==> config.mk <==
export PLATFORM = sky130hd
export DESIGN_NAME = cpv_fifo
export DESIGN_NICKNAME = d
export VERILOG_FILES = /design/src/hdl/cpv_pkg.sv /design/src/hdl/cpv_fifo.sv
export SDC_FILE = /design/constraint.sdc
export NUM_CORES = 1
export LEC_CHECK = 0
export BUFFER_PORTS_ARGS = -buffer_cell sky130_fd_sc_hd__clkbuf_2
export CORE_UTILIZATION = 25
export DETAILED_ROUTE_END_ITERATION = 8
export SLEW_MARGIN = 20
export SYNTH_ARGS = -nofsm -noshare
export SYNTH_HDL_FRONTEND = slang
export SYNTH_SLANG_ARGS = --single-unit
==> constraint.sdc <==
create_clock -name clk_i -period 4.5 [get_ports clk_i]
set_input_delay 1.35 -clock clk_i [delete_from_list [all_inputs] [get_ports clk_i]]
set_output_delay 1.35 -clock clk_i [all_outputs]
set_load 0.02 [all_outputs]
==> src/hdl/cpv_pkg.sv <==
package cpv_pkg;

  // Field formats
  localparam int STAT_FRAC_BITS    = 16;
  localparam int PROB_FRAC_BITS    = 16;
  localparam int STAT_W            = STAT_FRAC_BITS + 6;
  localparam int PROB_W            = PROB_FRAC_BITS + 1;
  localparam int COUNT_W           = 24;

  // Defaults for the top-level parameters
  localparam int CDF_TABLE_ENTRIES = 256;
  localparam int QUEUE_DEPTH       = 4;

  // Internal datapath formats (Q.24 fixed point)
  localparam int Q_FRAC   = 24;
  localparam int S_W      = STAT_W + Q_FRAC - STAT_FRAC_BITS;
  localparam int COEF_W   = 27;
  localparam int Z_W      = 34;
  localparam int LUT_FRAC = 28;

  // Region bounds on the statistic, Q.24
  localparam logic signed [S_W-1:0] TAU_MIN   = S_W'(-316418294);
  localparam logic signed [S_W-1:0] TAU_MAX   = S_W'(15435039);
  localparam logic signed [S_W-1:0] TAU_SPLIT = S_W'(-43956306);

  // Left-tail quadratic
  localparam logic signed [COEF_W-1:0] SQ_D0 = COEF_W'(48989471);
  localparam logic signed [COEF_W-1:0] SQ_D1 = COEF_W'(25185957);
  localparam logic signed [COEF_W-1:0] SQ_D2 = COEF_W'(667666);
  // Cubic for the rest
  localparam logic signed [COEF_W-1:0] CU_D0 = COEF_W'(36817601);
  localparam logic signed [COEF_W-1:0] CU_D1 = COEF_W'(10854020);
  localparam logic signed [COEF_W-1:0] CU_D2 = COEF_W'(-4898612);
  localparam logic signed [COEF_W-1:0] CU_D3 = COEF_W'(-710968);

  typedef enum logic [2:0] {
    CLS_CUBIC,
    CLS_QUAD,
    CLS_ZERO,
    CLS_ONE,
    CLS_ERR
  } cls_e;

  typedef struct packed {
    logic signed [STAT_W-1:0] test_statistic;
    logic [COUNT_W-1:0]       observation_count;
  } in_word_t;

  typedef struct packed {
    logic [PROB_W-1:0] p_value;
    logic              status;
  } out_word_t;

  typedef struct packed {
    cls_e                  cls;
    logic signed [S_W-1:0] stat;
  } work_t;

  // ---------------------------------------------------------------------
  // Elaboration-time arithmetic for the normal CDF table (64-bit, Q.62)
  // ---------------------------------------------------------------------
  function automatic logic [63:0] mul_shr(input logic [63:0] a, input logic [63:0] b,
                                          input int unsigned s);
    logic [127:0] prod;
    prod = {64'd0, a} * {64'd0, b};
    prod = prod >> s;
    return prod[63:0];
  endfunction

  function automatic logic [63:0] udiv64(input logic [63:0] num, input logic [63:0] den);
    logic [64:0] rem;
    logic [63:0] quo;
    rem = '0;
    quo = '0;
    for (int i = 63; i >= 0; i--) begin
      rem = {rem[63:0], num[i]};
      if (rem >= {1'b0, den}) begin
        rem    = rem - {1'b0, den};
        quo[i] = 1'b1;
      end
    end
    return quo;
  endfunction

  // floor(num * 2^bits / den) for num < den
  function automatic logic [63:0] frac_div(input logic [63:0] num, input logic [63:0] den,
                                           input int unsigned bits);
    logic [63:0] rem;
    logic [63:0] quo;
    rem = num;
    quo = '0;
    for (int unsigned i = 0; i < bits; i++) begin
      rem = rem << 1;
      quo = quo << 1;
      if (rem >= den) begin
        rem    = rem - den;
        quo[0] = 1'b1;
      end
    end
    return quo;
  endfunction

  localparam logic [63:0] ONE_Q62  = 64'd1 << 62;
  localparam logic [63:0] HALF_Q62 = 64'd1 << 61;

  // exp(-f) for f in [0, 1], both Q.62
  function automatic logic [63:0] exp_neg_frac(input logic [63:0] f);
    logic [63:0] acc;
    logic [63:0] term;
    acc  = ONE_Q62;
    term = ONE_Q62;
    for (int unsigned n = 1; n <= 40; n++) begin
      term = udiv64(mul_shr(term, f, 62), 64'(n));
      if (n[0]) acc = acc - term;
      else      acc = acc + term;
    end
    return acc;
  endfunction

  localparam logic [63:0] INV_SQRT_2PI =
      frac_div(64'd398942280401432678, 64'd1000000000000000000, 62);
  localparam logic [63:0] EXP_NEG_ONE = exp_neg_frac(ONE_Q62);

  // Entry k of the table: Phi(-8 + 16k/(entries-1)) in Q0.PROB_FRAC_BITS
  function automatic logic [PROB_W-1:0] cdf_entry(input int unsigned k,
                                                  input int unsigned entries);
    logic [63:0] den;
    logic [63:0] lhs;
    logic [63:0] rhs;
    logic        neg;
    logic [63:0] am;
    logic [63:0] quo;
    logic [63:0] rem;
    logic [63:0] x;
    logic [63:0] x2;
    logic [63:0] a;
    logic [63:0] n;
    logic [63:0] e;
    logic [63:0] term;
    logic [63:0] sum;
    logic [63:0] p;
    int unsigned i;
    int unsigned j;
    den = 64'(entries - 1);
    lhs = 64'(k) << 4;
    rhs = den << 3;
    neg = lhs < rhs;
    am  = neg ? rhs - lhs : lhs - rhs;
    quo = udiv64(am, den);
    rem = am - quo * den;
    x   = (quo << 58) | frac_div(rem, den, 58);
    x2  = mul_shr(x, x, 60);
    a   = mul_shr(x, x, 59);
    n   = a >> 58;
    e   = exp_neg_frac((a & ((64'd1 << 58) - 64'd1)) << 4);
    for (j = 0; j < n && j < 64; j++) begin
      e = mul_shr(e, EXP_NEG_ONE, 62);
    end
    term = mul_shr(mul_shr(e, INV_SQRT_2PI, 62), x, 58);
    sum  = term;
    for (i = 1; i < 4000 && term != 64'd0; i++) begin
      term = udiv64(term, 64'(2 * i + 1));
      term = mul_shr(term, x2, 56);
      sum  = sum + term;
    end
    if (sum > HALF_Q62) sum = HALF_Q62;
    p = neg ? HALF_Q62 - sum : HALF_Q62 + sum;
    p = (p + (64'd1 << (61 - PROB_FRAC_BITS))) >> (62 - PROB_FRAC_BITS);
    return p[PROB_W-1:0];
  endfunction

endpackage

==> src/hdl/cpv_fifo.sv <==
module cpv_fifo #(
  parameter int  DEPTH  = cpv_pkg::QUEUE_DEPTH,
  parameter type item_t = logic
) (
  input  logic  clk_i,
  input  logic  rst_ni,
  input  logic  push_i,
  input  item_t item_i,
  output logic  full_o,
  input  logic  pop_i,
  output logic  empty_o,
  output item_t item_o
);

  localparam int PTR_W = $clog2(DEPTH);
  localparam int CNT_W = $clog2(DEPTH + 1);

  item_t             mem_q [DEPTH];
  logic [PTR_W-1:0]  wr_ptr_q, wr_ptr_d;
  logic [PTR_W-1:0]  rd_ptr_q, rd_ptr_d;
  logic [CNT_W-1:0]  count_q, count_d;
  logic              do_push;
  logic              do_pop;

  assign full_o  = (count_q == CNT_W'(DEPTH));
  assign empty_o = (count_q == '0);
  assign item_o  = mem_q[rd_ptr_q];

  // A full queue still takes a word when its head leaves in the same cycle
  assign do_pop  = pop_i && !empty_o;
  assign do_push = push_i && (!full_o || do_pop);

  always_comb begin
    wr_ptr_d = wr_ptr_q;
    rd_ptr_d = rd_ptr_q;
    count_d  = count_q;
    if (do_push) begin
      wr_ptr_d = (wr_ptr_q == PTR_W'(DEPTH - 1)) ? '0 : wr_ptr_q + 1'b1;
    end
    if (do_pop) begin
      rd_ptr_d = (rd_ptr_q == PTR_W'(DEPTH - 1)) ? '0 : rd_ptr_q + 1'b1;
    end
    if (do_push && !do_pop) begin
      count_d = count_q + 1'b1;
    end else if (do_pop && !do_push) begin
      count_d = count_q - 1'b1;
    end
  end

  always_ff @(posedge clk_i or negedge rst_ni) begin
    if (!rst_ni) begin
      wr_ptr_q <= '0;
      rd_ptr_q <= '0;
      count_q  <= '0;
    end else begin
      wr_ptr_q <= wr_ptr_d;
      rd_ptr_q <= rd_ptr_d;
      count_q  <= count_d;
    end
  end

  always_ff @(posedge clk_i) begin
    if (do_push) begin
      mem_q[wr_ptr_q] <= item_i;
    end
  end

endmodule

==> metrics.md <==
| Metric | Value |
|---|---|
| Status | complete, no violations |
| RSZ-0062 raised after global routing | no |
| Crit-path max FO | 4 |
| Vias | 333 |
| Period Utilization, post-route | 0.602 |
| Iteration-0 DRC Markers | 12 |
| Clk root buf | clkbuf_4 |
| Clk buf depth | 2 |
| Critical path arrival | 1360 ps |
| Final wirelength | 843 um |
| Fin Setup TNS | 0 ps |
| H-Tree Level Count | 1 |
| Die Ht | 51.9 um |
| Grt total ovfl | 0 |
| DRT Pass-1 Iters | 4 |
| CP Class | register to output pin |
| Required time of the worst setup path | 3150 ps |
| Ant. Diodes | 0 |
| Max_slew headroom | 0.841 |
| Crit path buffers/inverters | 1 |
| Starting Density | 0.274 |
| Element type at the critical path end | output pin |
| FF-to-FF setup slack | 2470 ps |
| CP delay by family, top | multiplexers |
| Area growth, synth to finish | 15.5% |
| Filler cells | 240 |
| Worst-path cell chain | mux4_2, clkbuf_2 |
| Post-CTS Setup Bufs | 0 |
| FP Rows | 17 |
| Worst Tran Pin Value | 237 ps |
| Worst min-delay path endpoint | count_q[2]$_DFFE_PN0P_ |
| DR vias/cell | 4.11 |
| CTS tree | done |
| Slew Limit Fails | 0 |
| Share of cells above drive strength 1 | 0.434 |
| Worst hold path stage count | 1 |
| Worst-Skew Late Latency | 270 ps |
| Antenna violations before repair | 0 |
| Post-Place Setup Slack | 1540 ps |
| Cell count after synthesis | 42 |
| Fmax | 369 MHz |
| Largest net degree at the start of global routing | 8 |
| Worst Reg2Reg Path Length in Cells | 8 |
| Fin crit period | 2710 ps |
| RePlAce Congestion | 0.684 |
| Post-route cell area | 719 um^2 |
| Reg2reg end | count_q[2]$_DFFE_PN0P_ |
| Slowest CP cell | mux4_2 |
| CORE AREA | 0.00228 mm^2 |
| CTS Buf Count | 3 |
| CTS resizes | 0 |
| Vias in the first global route | 341 |
| Final worst slack | 1790 ps |
| I/O Buffers | 7 |
| Power per cell area | 644 mW/mm^2 |
| Horiz. Die Dim | 51.9 um |
| Clock skew | 2.56 ps |
| IO Count | 8 |
| Worst hold start | count_q[2]$_DFFE_PN0P_ |
| Critical path startpoint category | register |
| FF-to-FF Start | count_q[0]$_DFFE_PN0P_ |
| Commonest non-fill, non-tap cells in the layout | 7 x dfrtp_1, 7 x clkbuf_2, 6 x ha_1 |
| Routed wire per std cell | 10.4 um |
| Yosys reg bits | 11 |
| Distinct cells, synth | 16 |
| Sequential fraction of the synthesis area | 0.474 |
| Die area | 0.00270 mm^2 |
| Maximum vdd drop | 0.281 mV |
| Total GRT Usage | 0.0934 |
| Cell Count, Final, Fillers Out | 81 |
| Leakage | 0.332 nW |
| Max Cap Viol | 0 |
| Avg Cell Area, Syn | 14.8 um^2 |
| Post-DP HPWL | 656 um |
| DRC errors left | 0 |
| # setup viols final | 0 |
| Remaining antenna violation count | 0 |
| Synthesized net count | 54 |
| First-pass GRT wire length | 1570 um |
| Synthesis Warnings | 0 |
| Cell Area, Placed | 693 um^2 |
| Dpl cells | 77 |
| Final layout net count | 66 |
| Netlist Area Pre-Place | 623 um^2 |
| Crit-path max cell delay | 510 ps |
| Clk sink count | 11 |
| Fin. Hold Viols | 0 |
| Clock transition at the registers of the reported paths | 70 ps |
| Post-CTS Hold Buffers | 0 |
| Min-Delay Path Class | register to register |
[registers in the layout (all words and copies together), names as in the netlist]
register / flops
mem_q: 4
count_q: 3
rd_ptr_q: 2
wr_ptr_q: 2
[kinds of logic (layout without fill, tap and decap cells)]
kind of cell | Yosys count | after routing | share of synthesized area
flops | 11 | 11 | 0.474
simple gates | 10 | 10 | 0.126
fa+ha+maj | 7 | 7 | 0.153
mux | 6 | 6 | 0.151
buf+inv | 4 | 15 | 0.0241
xor+xnor | 3 | 3 | 0.0422
compound gates | 1 | 1 | 0.0301
[worst register-to-register path, stage by stage, from the launching register on]
cell and delay [ps]:
dfrtp_1 460, nor3_1 250, nand2b_4 200, ha_1 190, inv_1 60, fa_1 370, xor2_1 150, nor2_1 110
xor2_1 170
[layer usage]
metal	GRT usage	routed length, um
met5	0	0
met4	0.149	69
met3	0.0263	17
met2	0.130	413
met1	0.0884	343
[through the flow]
stage           util  power [mW]  hold slack (ps)
2_1_floorplan      -       0.357              465
3_3_place_gp   0.305       0.393              486
3_5_place_dp   0.305       0.405              522
4_1_cts        0.316       0.475              533
5_1_grt        0.316       0.507              551
6_report       0.316       0.463              526
[cells in the mapped netlist, drive strengths merged]
library cell  instances  area share
xor2                  2       0.028
nand2b                1       0.022
mux2                  5        0.11
fa                    1       0.032
ha                    6        0.12
and2                  4       0.048
edfxtp                4        0.19
inv                   4       0.024
nor3                  1      0.0080
dfrtp                 7        0.28
mux4                  1       0.036
xnor2                 1       0.014
nor3b                 1       0.030
nor2                  3       0.018
a21boi                1       0.030
[final cells by class]
class	instances	area, um^2	area share
multi-input combinational	27	313	0.435
inverter	4	15.0	0.0209
sequential	11	295	0.410
timing repair buffer	7	35.0	0.0487
tap	28	35.0	0.0487
clock buffer	4	26.3	0.0365
[power by group]
group	switching (mW)	total, mW	internal (mW)
clock network	0.0321	0.0665	0.0344
logic	0.0833	0.204	0.121
registers	0.0465	0.193	0.146
total	0.162	0.463	0.301
[worst max-delay path by stage]
stage                                       start                      to  slack [ps]  cells after the start
after detailed placement                    pop_i  count_q[2]$_DFFE_PN0P_        1540                      9
after global routing                        pop_i  count_q[2]$_DFFE_PN0P_        1700                      9
after global placement                      pop_i  count_q[2]$_DFFE_PN0P_        1580                      9
final                     rd_ptr_q[0]$_DFFE_PN0P_                  item_o        1790                      2
after floorplan                             pop_i  count_q[2]$_DFFE_PN0P_        1840                      8
after CTS                 rd_ptr_q[0]$_DFFE_PN0P_                  item_o        1760                      2
(Power assumes the default switching activity.)
