## src/hdl/cpv_pkg.sv

```systemverilog
package cpv_pkg;

  // Field formats
  localparam int STAT_FRAC_BITS    = 16;
  localparam int PROB_FRAC_BITS    = 16;
  localparam int STAT_W            = STAT_FRAC_BITS + 6;
  localparam int PROB_W            = PROB_FRAC_BITS + 1;
  localparam int COUNT_W           = 24;

  // Defaults for the top-level parameters
  localparam int CDF_TABLE_ENTRIES = 256;
  localparam int QUEUE_DEPTH       = 4;

  // Internal datapath formats (Q.24 fixed point)
  localparam int Q_FRAC   = 24;
  localparam int S_W      = STAT_W + Q_FRAC - STAT_FRAC_BITS;
  localparam int COEF_W   = 27;
  localparam int Z_W      = 34;
  localparam int LUT_FRAC = 28;

  // Region bounds on the statistic, Q.24
  localparam logic signed [S_W-1:0] TAU_MIN   = S_W'(-316418294);
  localparam logic signed [S_W-1:0] TAU_MAX   = S_W'(15435039);
  localparam logic signed [S_W-1:0] TAU_SPLIT = S_W'(-43956306);

  // Left-tail quadratic
  localparam logic signed [COEF_W-1:0] SQ_D0 = COEF_W'(48989471);
  localparam logic signed [COEF_W-1:0] SQ_D1 = COEF_W'(25185957);
  localparam logic signed [COEF_W-1:0] SQ_D2 = COEF_W'(667666);
  // Cubic for the rest
  localparam logic signed [COEF_W-1:0] CU_D0 = COEF_W'(36817601);
  localparam logic signed [COEF_W-1:0] CU_D1 = COEF_W'(10854020);
  localparam logic signed [COEF_W-1:0] CU_D2 = COEF_W'(-4898612);
  localparam logic signed [COEF_W-1:0] CU_D3 = COEF_W'(-710968);

  typedef enum logic [2:0] {
    CLS_CUBIC,
    CLS_QUAD,
    CLS_ZERO,
    CLS_ONE,
    CLS_ERR
  } cls_e;

  typedef struct packed {
    logic signed [STAT_W-1:0] test_statistic;
    logic [COUNT_W-1:0]       observation_count;
  } in_word_t;

  typedef struct packed {
    logic [PROB_W-1:0] p_value;
    logic              status;
  } out_word_t;

  typedef struct packed {
    cls_e                  cls;
    logic signed [S_W-1:0] stat;
  } work_t;

  // ---------------------------------------------------------------------
  // Elaboration-time arithmetic for the normal CDF table (64-bit, Q.62)
  // ---------------------------------------------------------------------
  function automatic logic [63:0] mul_shr(input logic [63:0] a, input logic [63:0] b,
                                          input int unsigned s);
    logic [127:0] prod;
    prod = {64'd0, a} * {64'd0, b};
    prod = prod >> s;
    return prod[63:0];
  endfunction

  function automatic logic [63:0] udiv64(input logic [63:0] num, input logic [63:0] den);
    logic [64:0] rem;
    logic [63:0] quo;
    rem = '0;
    quo = '0;
    for (int i = 63; i >= 0; i--) begin
      rem = {rem[63:0], num[i]};
      if (rem >= {1'b0, den}) begin
        rem    = rem - {1'b0, den};
        quo[i] = 1'b1;
      end
    end
    return quo;
  endfunction

  // floor(num * 2^bits / den) for num < den
  function automatic logic [63:0] frac_div(input logic [63:0] num, input logic [63:0] den,
                                           input int unsigned bits);
    logic [63:0] rem;
    logic [63:0] quo;
    rem = num;
    quo = '0;
    for (int unsigned i = 0; i < bits; i++) begin
      rem = rem << 1;
      quo = quo << 1;
      if (rem >= den) begin
        rem    = rem - den;
        quo[0] = 1'b1;
      end
    end
    return quo;
  endfunction

  localparam logic [63:0] ONE_Q62  = 64'd1 << 62;
  localparam logic [63:0] HALF_Q62 = 64'd1 << 61;

  // exp(-f) for f in [0, 1], both Q.62
  function automatic logic [63:0] exp_neg_frac(input logic [63:0] f);
    logic [63:0] acc;
    logic [63:0] term;
    acc  = ONE_Q62;
    term = ONE_Q62;
    for (int unsigned n = 1; n <= 40; n++) begin
      term = udiv64(mul_shr(term, f, 62), 64'(n));
      if (n[0]) acc = acc - term;
      else      acc = acc + term;
    end
    return acc;
  endfunction

  localparam logic [63:0] INV_SQRT_2PI =
      frac_div(64'd398942280401432678, 64'd1000000000000000000, 62);
  localparam logic [63:0] EXP_NEG_ONE = exp_neg_frac(ONE_Q62);

  // Entry k of the table: Phi(-8 + 16k/(entries-1)) in Q0.PROB_FRAC_BITS
  function automatic logic [PROB_W-1:0] cdf_entry(input int unsigned k,
                                                  input int unsigned entries);
    logic [63:0] den;
    logic [63:0] lhs;
    logic [63:0] rhs;
    logic        neg;
    logic [63:0] am;
    logic [63:0] quo;
    logic [63:0] rem;
    logic [63:0] x;
    logic [63:0] x2;
    logic [63:0] a;
    logic [63:0] n;
    logic [63:0] e;
    logic [63:0] term;
    logic [63:0] sum;
    logic [63:0] p;
    int unsigned i;
    int unsigned j;
    den = 64'(entries - 1);
    lhs = 64'(k) << 4;
    rhs = den << 3;
    neg = lhs < rhs;
    am  = neg ? rhs - lhs : lhs - rhs;
    quo = udiv64(am, den);
    rem = am - quo * den;
    x   = (quo << 58) | frac_div(rem, den, 58);
    x2  = mul_shr(x, x, 60);
    a   = mul_shr(x, x, 59);
    n   = a >> 58;
    e   = exp_neg_frac((a & ((64'd1 << 58) - 64'd1)) << 4);
    for (j = 0; j < n && j < 64; j++) begin
      e = mul_shr(e, EXP_NEG_ONE, 62);
    end
    term = mul_shr(mul_shr(e, INV_SQRT_2PI, 62), x, 58);
    sum  = term;
    for (i = 1; i < 4000 && term != 64'd0; i++) begin
      term = udiv64(term, 64'(2 * i + 1));
      term = mul_shr(term, x2, 56);
      sum  = sum + term;
    end
    if (sum > HALF_Q62) sum = HALF_Q62;
    p = neg ? HALF_Q62 - sum : HALF_Q62 + sum;
    p = (p + (64'd1 << (61 - PROB_FRAC_BITS))) >> (62 - PROB_FRAC_BITS);
    return p[PROB_W-1:0];
  endfunction

endpackage

```

## src/hdl/cpv_front.sv

```systemverilog
module cpv_front (
  input  logic                 push_i,
  output logic                 full_o,
  input  cpv_pkg::in_word_t    in_word_i,
  input  logic                 q_full_i,
  output logic                 q_push_o,
  output cpv_pkg::work_t       work_o
);

  logic signed [cpv_pkg::S_W-1:0] stat;

  assign full_o   = q_full_i;
  assign q_push_o = push_i && !q_full_i;

  // Bring the statistic to Q.24 and sort it into its region
  always_comb begin
    stat = cpv_pkg::S_W'(in_word_i.test_statistic)
           <<< (cpv_pkg::Q_FRAC - cpv_pkg::STAT_FRAC_BITS);
    work_o.stat = stat;
    if (in_word_i.observation_count < cpv_pkg::COUNT_W'(2)) begin
      work_o.cls = cpv_pkg::CLS_ERR;
    end else if (stat <= cpv_pkg::TAU_MIN) begin
      work_o.cls = cpv_pkg::CLS_ZERO;
    end else if (stat >= cpv_pkg::TAU_MAX) begin
      work_o.cls = cpv_pkg::CLS_ONE;
    end else if (stat <= cpv_pkg::TAU_SPLIT) begin
      work_o.cls = cpv_pkg::CLS_QUAD;
    end else begin
      work_o.cls = cpv_pkg::CLS_CUBIC;
    end
  end

endmodule

```

## config.mk

```make
export PLATFORM = sky130hd
export DESIGN_NAME = cpv_front
export DESIGN_NICKNAME = d
export VERILOG_FILES = /design/src/hdl/cpv_pkg.sv /design/src/hdl/cpv_front.sv
export SDC_FILE = /design/constraint.sdc
export NUM_CORES = 1
export LEC_CHECK = 0
export BUFFER_PORTS_ARGS = -buffer_cell sky130_fd_sc_hd__buf_4
export CAP_MARGIN = 20
export CELL_PAD_IN_SITES_DETAIL_PLACEMENT = 1
export CELL_PAD_IN_SITES_GLOBAL_PLACEMENT = 1
export CORE_UTILIZATION = 15
export DETAILED_ROUTE_END_ITERATION = 10
export PLACE_DENSITY_LB_ADDON = 0.1
export RECOVER_POWER = 25
export SLEW_MARGIN = 20
export SYNTH_ARGS = -nofsm -noshare
export SYNTH_HDL_FRONTEND = slang
export SYNTH_SLANG_ARGS = --single-unit
export TNS_END_PERCENT = 1
```

## constraint.sdc

```tcl
create_clock -name vclk -period 1.1
set_input_delay 0.055 -clock vclk [all_inputs]
set_output_delay 0.055 -clock vclk [all_outputs]
set_load 0.02 [all_outputs]
```

==> run summary, run 1 <==
minimum clock period after layout: 1.50 ns
row count: 20
fillers: 403
placed instance area: 1040 um^2
total grt overflow: 0
crit path max fanout: 4
clock network fraction of design power: 0%
commonest cells after routing, fill and taps aside: buf_4 (83), conb_1 (8), a21oi_1 (6)
ranking of synthesized cells by area: buf_4 (46%), nor4_1 (6.2%), a21oi_1 (5.9%)
DIE HEIGHT: 60.1 um
register area share after synthesis: 0%
Synth Instances: 74
type of the worst setup path: in2out
Hold Fails Final Rpt: 0
initial antenna violation count: 0
post-DP HPWL: 1840 um
Via density: 4.15
Setup crit end kind: output pin
slowest stage delay, CP: 0.41 ns
hold depth: 0
violated checks: setup timing
Place WS: -0.417 ns
Initial Util: 16.2%
CP required: 1.04 ns
Yosys top cell area share: 46.0%
Final #Nets: 189
DRC: 0
result of the run: finished, violations left
Comb power frac: 100.0%
Final setup viols: 2
Critical Path Source Type: input pin
most area-hungry cell type in the Yosys netlist: buf_4
mean post-synth cell area: 6.83 um^2
Placed Cells: 183
Ant. Diodes: 0
Flop pwr share: 0%
WL/cell: 11.2 um
maximum capacitance violations: 0
Netlist cell types: 23
post-CTS setup buffers: 0
peak supply drop: 121 uV
internal power: 0.223 mW
Worst Hold Endpoint: work_o[8]
hold_sp: in_word_i[24]
Final GP Congestion: 0.646
max-slew violation count: 0
core box area: 3130 um^2
vias post-DR: 760
Antenna Nets Post-Route: 0
largest net degree at the start of global routing: 6
slowest stage cell, crit path: or4_1
die area: 3610 um^2
CP top delay family: simple AND/OR/NAND/NOR gates
YS warnings: 0
Layout Cells excl Fill: 183
vias in the first global route: 731
CTS hold repair buffers: 0
most common cell after layout, fill and taps aside: buf_4
Final Cycle Share: 136%
io pins: 83
first-pass GRT wire length: 2980 um
Leakage: 0.519 nW
cell area after technology mapping: 505 um^2
PwrDens: 399 nW/um^2
Worst path depth: 6
IO buf count: 72
area of the multi-input gates: 347 um^2
Layout Area Growth over Synthesis: 111%
Hold Crit Class: in2out
initial DRC count: 10
FMAX: 668 MHz
Critical Path AT: 1.44 ns
Switching Share: 47.5%
clock buffer count in the final layout: 0
post-route cell area: 1070 um^2
Buf/Inv on CP: 2
Routed Wire Length: 2050 um
chip width: 60.1 um
layout cells sized above 1: 64.7%
P_sw: 0.202 mW
RSZ-0062 raised after global routing: yes
register area: 0 um^2
Final WS setup: -0.397 ns
sequential cell count: 0
All-Layer GR Usage: 10.5%
TritonRoute pass-1 iters: 3
worst-path cell chain: buf_4 -> or3_1 -> or4_1 -> o211a_2 -> a211oi_4 -> buf_6
-- power by group through the flow --
stage | Clock [mW] | Sequential, mW | Combinational (mW)
CTS | 0 | 0 | 0.424
finish | 0 | 0 | 0.425
detailed placement | 0 | 0 | 0.420
floorplan | 0 | 0 | 0.221
global placement | 0 | 0 | 0.414
global route | 0 | 0 | 0.457
-- through the flow --
step           util [%]  hold WS (ns)  TNS (ns)  total power, mW
6_report           34.1         0.110    -0.791            0.425
5_1_grt            34.1         0.110    -0.937            0.457
3_5_place_dp       33.4         0.110    -0.799            0.420
3_3_place_gp       33.4         0.110    -0.768            0.414
4_1_cts            33.5         0.110    -0.810            0.424
2_1_floorplan         -         0.168    -0.338            0.221
-- cell families after synthesis --
| logic type | after synthesis | synth area share, % |
|---|---|---|
| buffers and inverters | 34 | 48.3 |
| other | 1 | 0.742 |
| AOI/OAI and AO/OA | 16 | 22.3 |
| and+or+nand+nor | 23 | 28.7 |
-- cell type report --
class                           instances  area share, %
Timing Repair Buffer                   89           61.3
Multi-Input combinational cell         47           32.5
Tap cell                               44           5.16
Inverter                                3           1.06
-- what timing repair did --
action | CTS | global route
setup endpoints to repair | 2 | 3
resized for setup | 2 | 5
pin swaps | 0 | 1
-- Yosys cell counts --
master / number
nand4bb_1: 1
or3_1: 1
a41o_1: 1
nor4_1: 5
buf_4: 31
or4_1: 2
inv_1: 3
nor2b_1: 1
nor2_1: 1
o21ai_0: 2
o311ai_0: 1
nand4_1: 4
a211o_1: 1
o211a_2: 1
a211oi_1: 1
nand2_1: 1
nor3_1: 4
nor4_2: 1
a2111oi_0: 2
conb_1: 1
a21oi_1: 6
a311o_1: 1
nand3_1: 2
-- per-layer routing --
layer	track usage, %	up-vias	routed length [um]	part of all wire (%)
li1	-	374	-	-
met1	12.9	341	727	36
met2	20.5	45	1120	55
met3	1.08	0	200	9.8
met4	0	0	0	0
met5	0	-	0	0
-- worst max-delay path by stage --
stage | startpoint | end | slack, ns
floorplan | in_word_i[36] | work_o[30] | -0.17
global placement | in_word_i[36] | work_o[31] | -0.39
detailed placement | in_word_i[36] | work_o[30] | -0.42
CTS | in_word_i[36] | work_o[30] | -0.41
global route | in_word_i[36] | work_o[30] | -0.45
finish | in_word_i[36] | work_o[31] | -0.40
Power figures use the tool's default switching activity.
==> run 2: changes to the inputs <==
SETUP_SLACK_MARGIN = 0.1   (was unset)
==> run summary, run 2 (same netlist as run 1, synthesis figures left out) <==
most common cell after layout, fill and taps aside: buf_4
type of the worst setup path: in2out
initial antenna violation count: 0
row count: 20
crit path max fanout: 4
slowest stage cell, crit path: or4_1
PwrDens: 397 nW/um^2
commonest cells after routing, fill and taps aside: buf_4 (80), conb_1 (8), a21oi_1 (6)
chip width: 60.1 um
DIE HEIGHT: 60.1 um
hold slack final: 0.110 ns
first-pass GRT wire length: 2980 um
violated checks: setup timing
Worst path depth: 6
CP required: 1.04 ns
Critical Path AT: 1.44 ns
maximum capacitance violations: 0
vias post-DR: 760
Worst setup startpoint: in_word_i[36]
Hold Crit Class: in2out
Final GP Congestion: 0.646
WL/cell: 11.4 um
Hold Fails Final Rpt: 0
CP top delay family: simple AND/OR/NAND/NOR gates
TritonRoute pass-1 iters: 3
All-Layer GR Usage: 10.5%
minimum clock period after layout: 1.49 ns
layout cells sized above 1: 65.5%
placed instance area: 1040 um^2
Final #Nets: 189
largest net degree at the start of global routing: 6
Routed Wire Length: 2090 um
initial DRC count: 6
RSZ-0062 raised after global routing: yes
DRC: 0
vias in the first global route: 732
CP endpoint: work_o[31]
fillers: 401
die area: 3610 um^2
Pwr Total: 0.434 mW
Critical Path Source Type: input pin
Buf/Inv on CP: 2
peak supply drop: 126 uV
sequential cell count: 0
post-DP HPWL: 1840 um
Via density: 4.15
worst-path cell chain: buf_4 -> or3_1 -> or4_1 -> o211a_2 -> a211oi_4 -> buf_6
Layout Area Growth over Synthesis: 116%
Ant. Diodes: 0
clock buffer count in the final layout: 0
Initial Util: 16.2%
io pins: 83
post-route cell area: 1090 um^2
Leakage: 0.524 nW
register area: 0 um^2
core box area: 3130 um^2
Final setup viols: 2
Antenna Nets Post-Route: 0
slowest stage delay, CP: 0.41 ns
Setup crit end kind: output pin
Final Cycle Share: 136%
total grt overflow: 0
result of the run: finished, violations left
max-slew violation count: 0
FMAX: 670 MHz
Final WS setup: -0.392 ns
IO buf count: 72
-- run 2: repair_timing --
item | in CTS | in global routing
pin swaps | 1 | 4
gates cloned | 0 | 0
setup endpoints to repair | 3 | 3
resized for setup | 6 | 6
setup buffers | 0 | 0
endpoints found under the hold margin | 0 | 0
hold buffers | 0 | 0
-- run 2: where the power goes --
group	total [mW]	internal (mW)	switching, mW
sequential	0	0	0
clock	0	0	0
combinational	0.434	0.227	0.206
-- run 2: how the worst min path moves through the flow --
stage             startpoint         end  depth (start not counted)
2_1_floorplan  in_word_i[45]  work_o[31]                          1
3_3_place_gp   in_word_i[24]   work_o[8]                          0
3_5_place_dp   in_word_i[24]   work_o[8]                          0
4_1_cts        in_word_i[24]   work_o[8]                          0
5_1_grt        in_word_i[24]   work_o[8]                          0
6_report       in_word_i[24]   work_o[8]                          0
-- run 2: per-stage QoR --
| stage | cells | setup TNS [ns] | worst slack, ns | util [%] |
|---|---|---|---|---|
| final | 183 | -0.779 | -0.392 | 34.9 |
| after CTS | 183 | -0.810 | -0.405 | 34.2 |
| after detailed placement | 183 | -0.799 | -0.417 | 33.4 |
| after global routing | 183 | -0.910 | -0.462 | 34.9 |
| after floorplan | 81 | -0.338 | -0.173 | - |
| after global placement | 183 | -0.768 | -0.392 | 33.4 |
-- run 2: per-layer routing --
metal	global-route usage, %	wire length, um	part of all wire (%)	vias up
met1	12.9	747	36	341
met5	0	0	0	-
met3	1.08	191	9.1	0
met4	0	0	0	0
li1	-	-	-	374
met2	20.5	1150	55	45
-- run 2: final cells by class --
| cell class | count | area, um^2 | share of cell area [%] |
|---|---|---|---|
| multi-input cells | 47 | 362 | 33.1 |
| repair buffers | 89 | 664 | 60.8 |
| well taps | 44 | 55.1 | 5.04 |
| inverters | 3 | 11.3 | 1.03 |
==> run 3: changes to the inputs <==
CELL_PAD_IN_SITES_DETAIL_PLACEMENT = unset   (was 1)
CELL_PAD_IN_SITES_GLOBAL_PLACEMENT = unset   (was 1)
CORE_UTILIZATION = 27   (was 15)
GPL_ROUTABILITY_DRIVEN = 0   (was unset)
PLACE_DENSITY = 0.81   (was unset)
PLACE_DENSITY_LB_ADDON = unset   (was 0.1)
==> run summary, run 3 (same netlist as run 1, synthesis figures left out) <==
first-pass GRT wire length: 2660 um
RSZ-0062 raised after global routing: yes
initial DRC count: 18
DIE HEIGHT: 45.3 um
Routed Wire Length: 1760 um
Post-Route Utilization: 58.2%
commonest cells after routing, fill and taps aside: buf_4 (80), conb_1 (8), a21oi_1 (6)
minimum clock period after layout: 1.50 ns
Hold Fails Final Rpt: 0
post-DP HPWL: 1530 um
post-CTS setup buffers: 0
max-slew violation count: 0
Layout Cells excl Fill: 161
vias post-DR: 739
io pins: 83
Leakage: 0.503 nW
register area: 0 um^2
Final Cycle Share: 137%
Ant. Diodes: 0
PwrDens: 407 nW/um^2
peak supply drop: 172 uV
placed instance area: 997 um^2
type of the worst setup path: in2out
Final setup viols: 2
Layout Area Growth over Synthesis: 101%
CP required: 1.04 ns
CTS hold repair buffers: 0
clock buffer count in the final layout: 0
row count: 15
slowest stage cell, crit path: or4_1
Critical Path Source Type: input pin
sequential cell count: 0
largest net degree at the start of global routing: 6
layout cells sized above 1: 64.7%
initial antenna violation count: 0
GR Util met2: 34.8%
core box area: 1750 um^2
Antenna Nets Post-Route: 0
most common cell after layout, fill and taps aside: buf_4
met1 Track Usage GR: 18.6%
Placed Cells: 161
fillers: 177
violated checks: setup timing
TritonRoute pass-1 iters: 4
Pwr Total: 0.413 mW
vias in the first global route: 693
hold slack final: 0.110 ns
Initial Util: 29.0%
Slew headroom: 67.2%
DRC: 0
Critical Path AT: 1.45 ns
crit path max fanout: 4
Final #Nets: 186
slowest stage delay, CP: 0.41 ns
maximum capacitance violations: 0
post-route cell area: 1020 um^2
result of the run: finished, violations left
Setup crit end kind: output pin
grt peak-use layer: met2
Final WS setup: -0.403 ns
All-Layer GR Usage: 16.8%
Buf/Inv on CP: 2
worst-path cell chain: buf_4 -> or3_1 -> or4_1 -> o211a_2 -> a211oi_4 -> buf_6
Via density: 4.59
WL/cell: 10.9 um
total grt overflow: 0
die area: 2050 um^2
chip width: 45.3 um
Tightest Pin Transition: 0.480 ns
CP top delay family: simple AND/OR/NAND/NOR gates
IO buf count: 72
FMAX: 665 MHz
Hold Crit Class: in2out
GR met3 Demand/Resource: 1.60%
-- run 3: changes by cell type in the layout (fill, tap and decap cells not counted), sizes merged --
cell / previous run / this run
buf: 84 / 81
-- run 3: repair_timing --
item                       CTS  global route
pin swaps                    1             1
gates cloned                 0             0
setup endpoints to repair    3             3
gates resized for setup      4             4
-- run 3: area by class of cell --
type                       instances  area (um^2)  area share (%)
timing repair buffer              86          631            62.1
inverter                           3         11.3            1.11
tap                               25         31.3            3.08
multi-input combinational         47          343            33.7
-- run 3: stage by stage --
step	setup WS (ns)	setup TNS [ns]
final	-0.403	-0.804
after floorplan	-0.173	-0.338
after global routing	-0.462	-0.916
after CTS	-0.395	-0.783
after global placement	-0.376	-0.737
after detailed placement	-0.379	-0.755
-- run 3: worst paths after layout --
path / from / to / slack (ns) / cells after the start
hold / removal: in_word_i[24] / work_o[8] / 0.11 / 0
setup / recovery: in_word_i[36] / work_o[31] / -0.40 / 6
-- run 3: power breakdown --
part / internal, mW / switching (mW) / leakage, nW
combinational: 0.217 / 0.197 / 0.503
clock: 0 / 0 / 0
sequential: 0 / 0 / 0
total: 0.217 / 0.197 / 0.503
-- run 3: metal layers --
layer	up-vias	share of wire, %
li1	365	-
met2	43	56
met1	331	35
met5	-	0
met4	0	0
met3	0	9.4
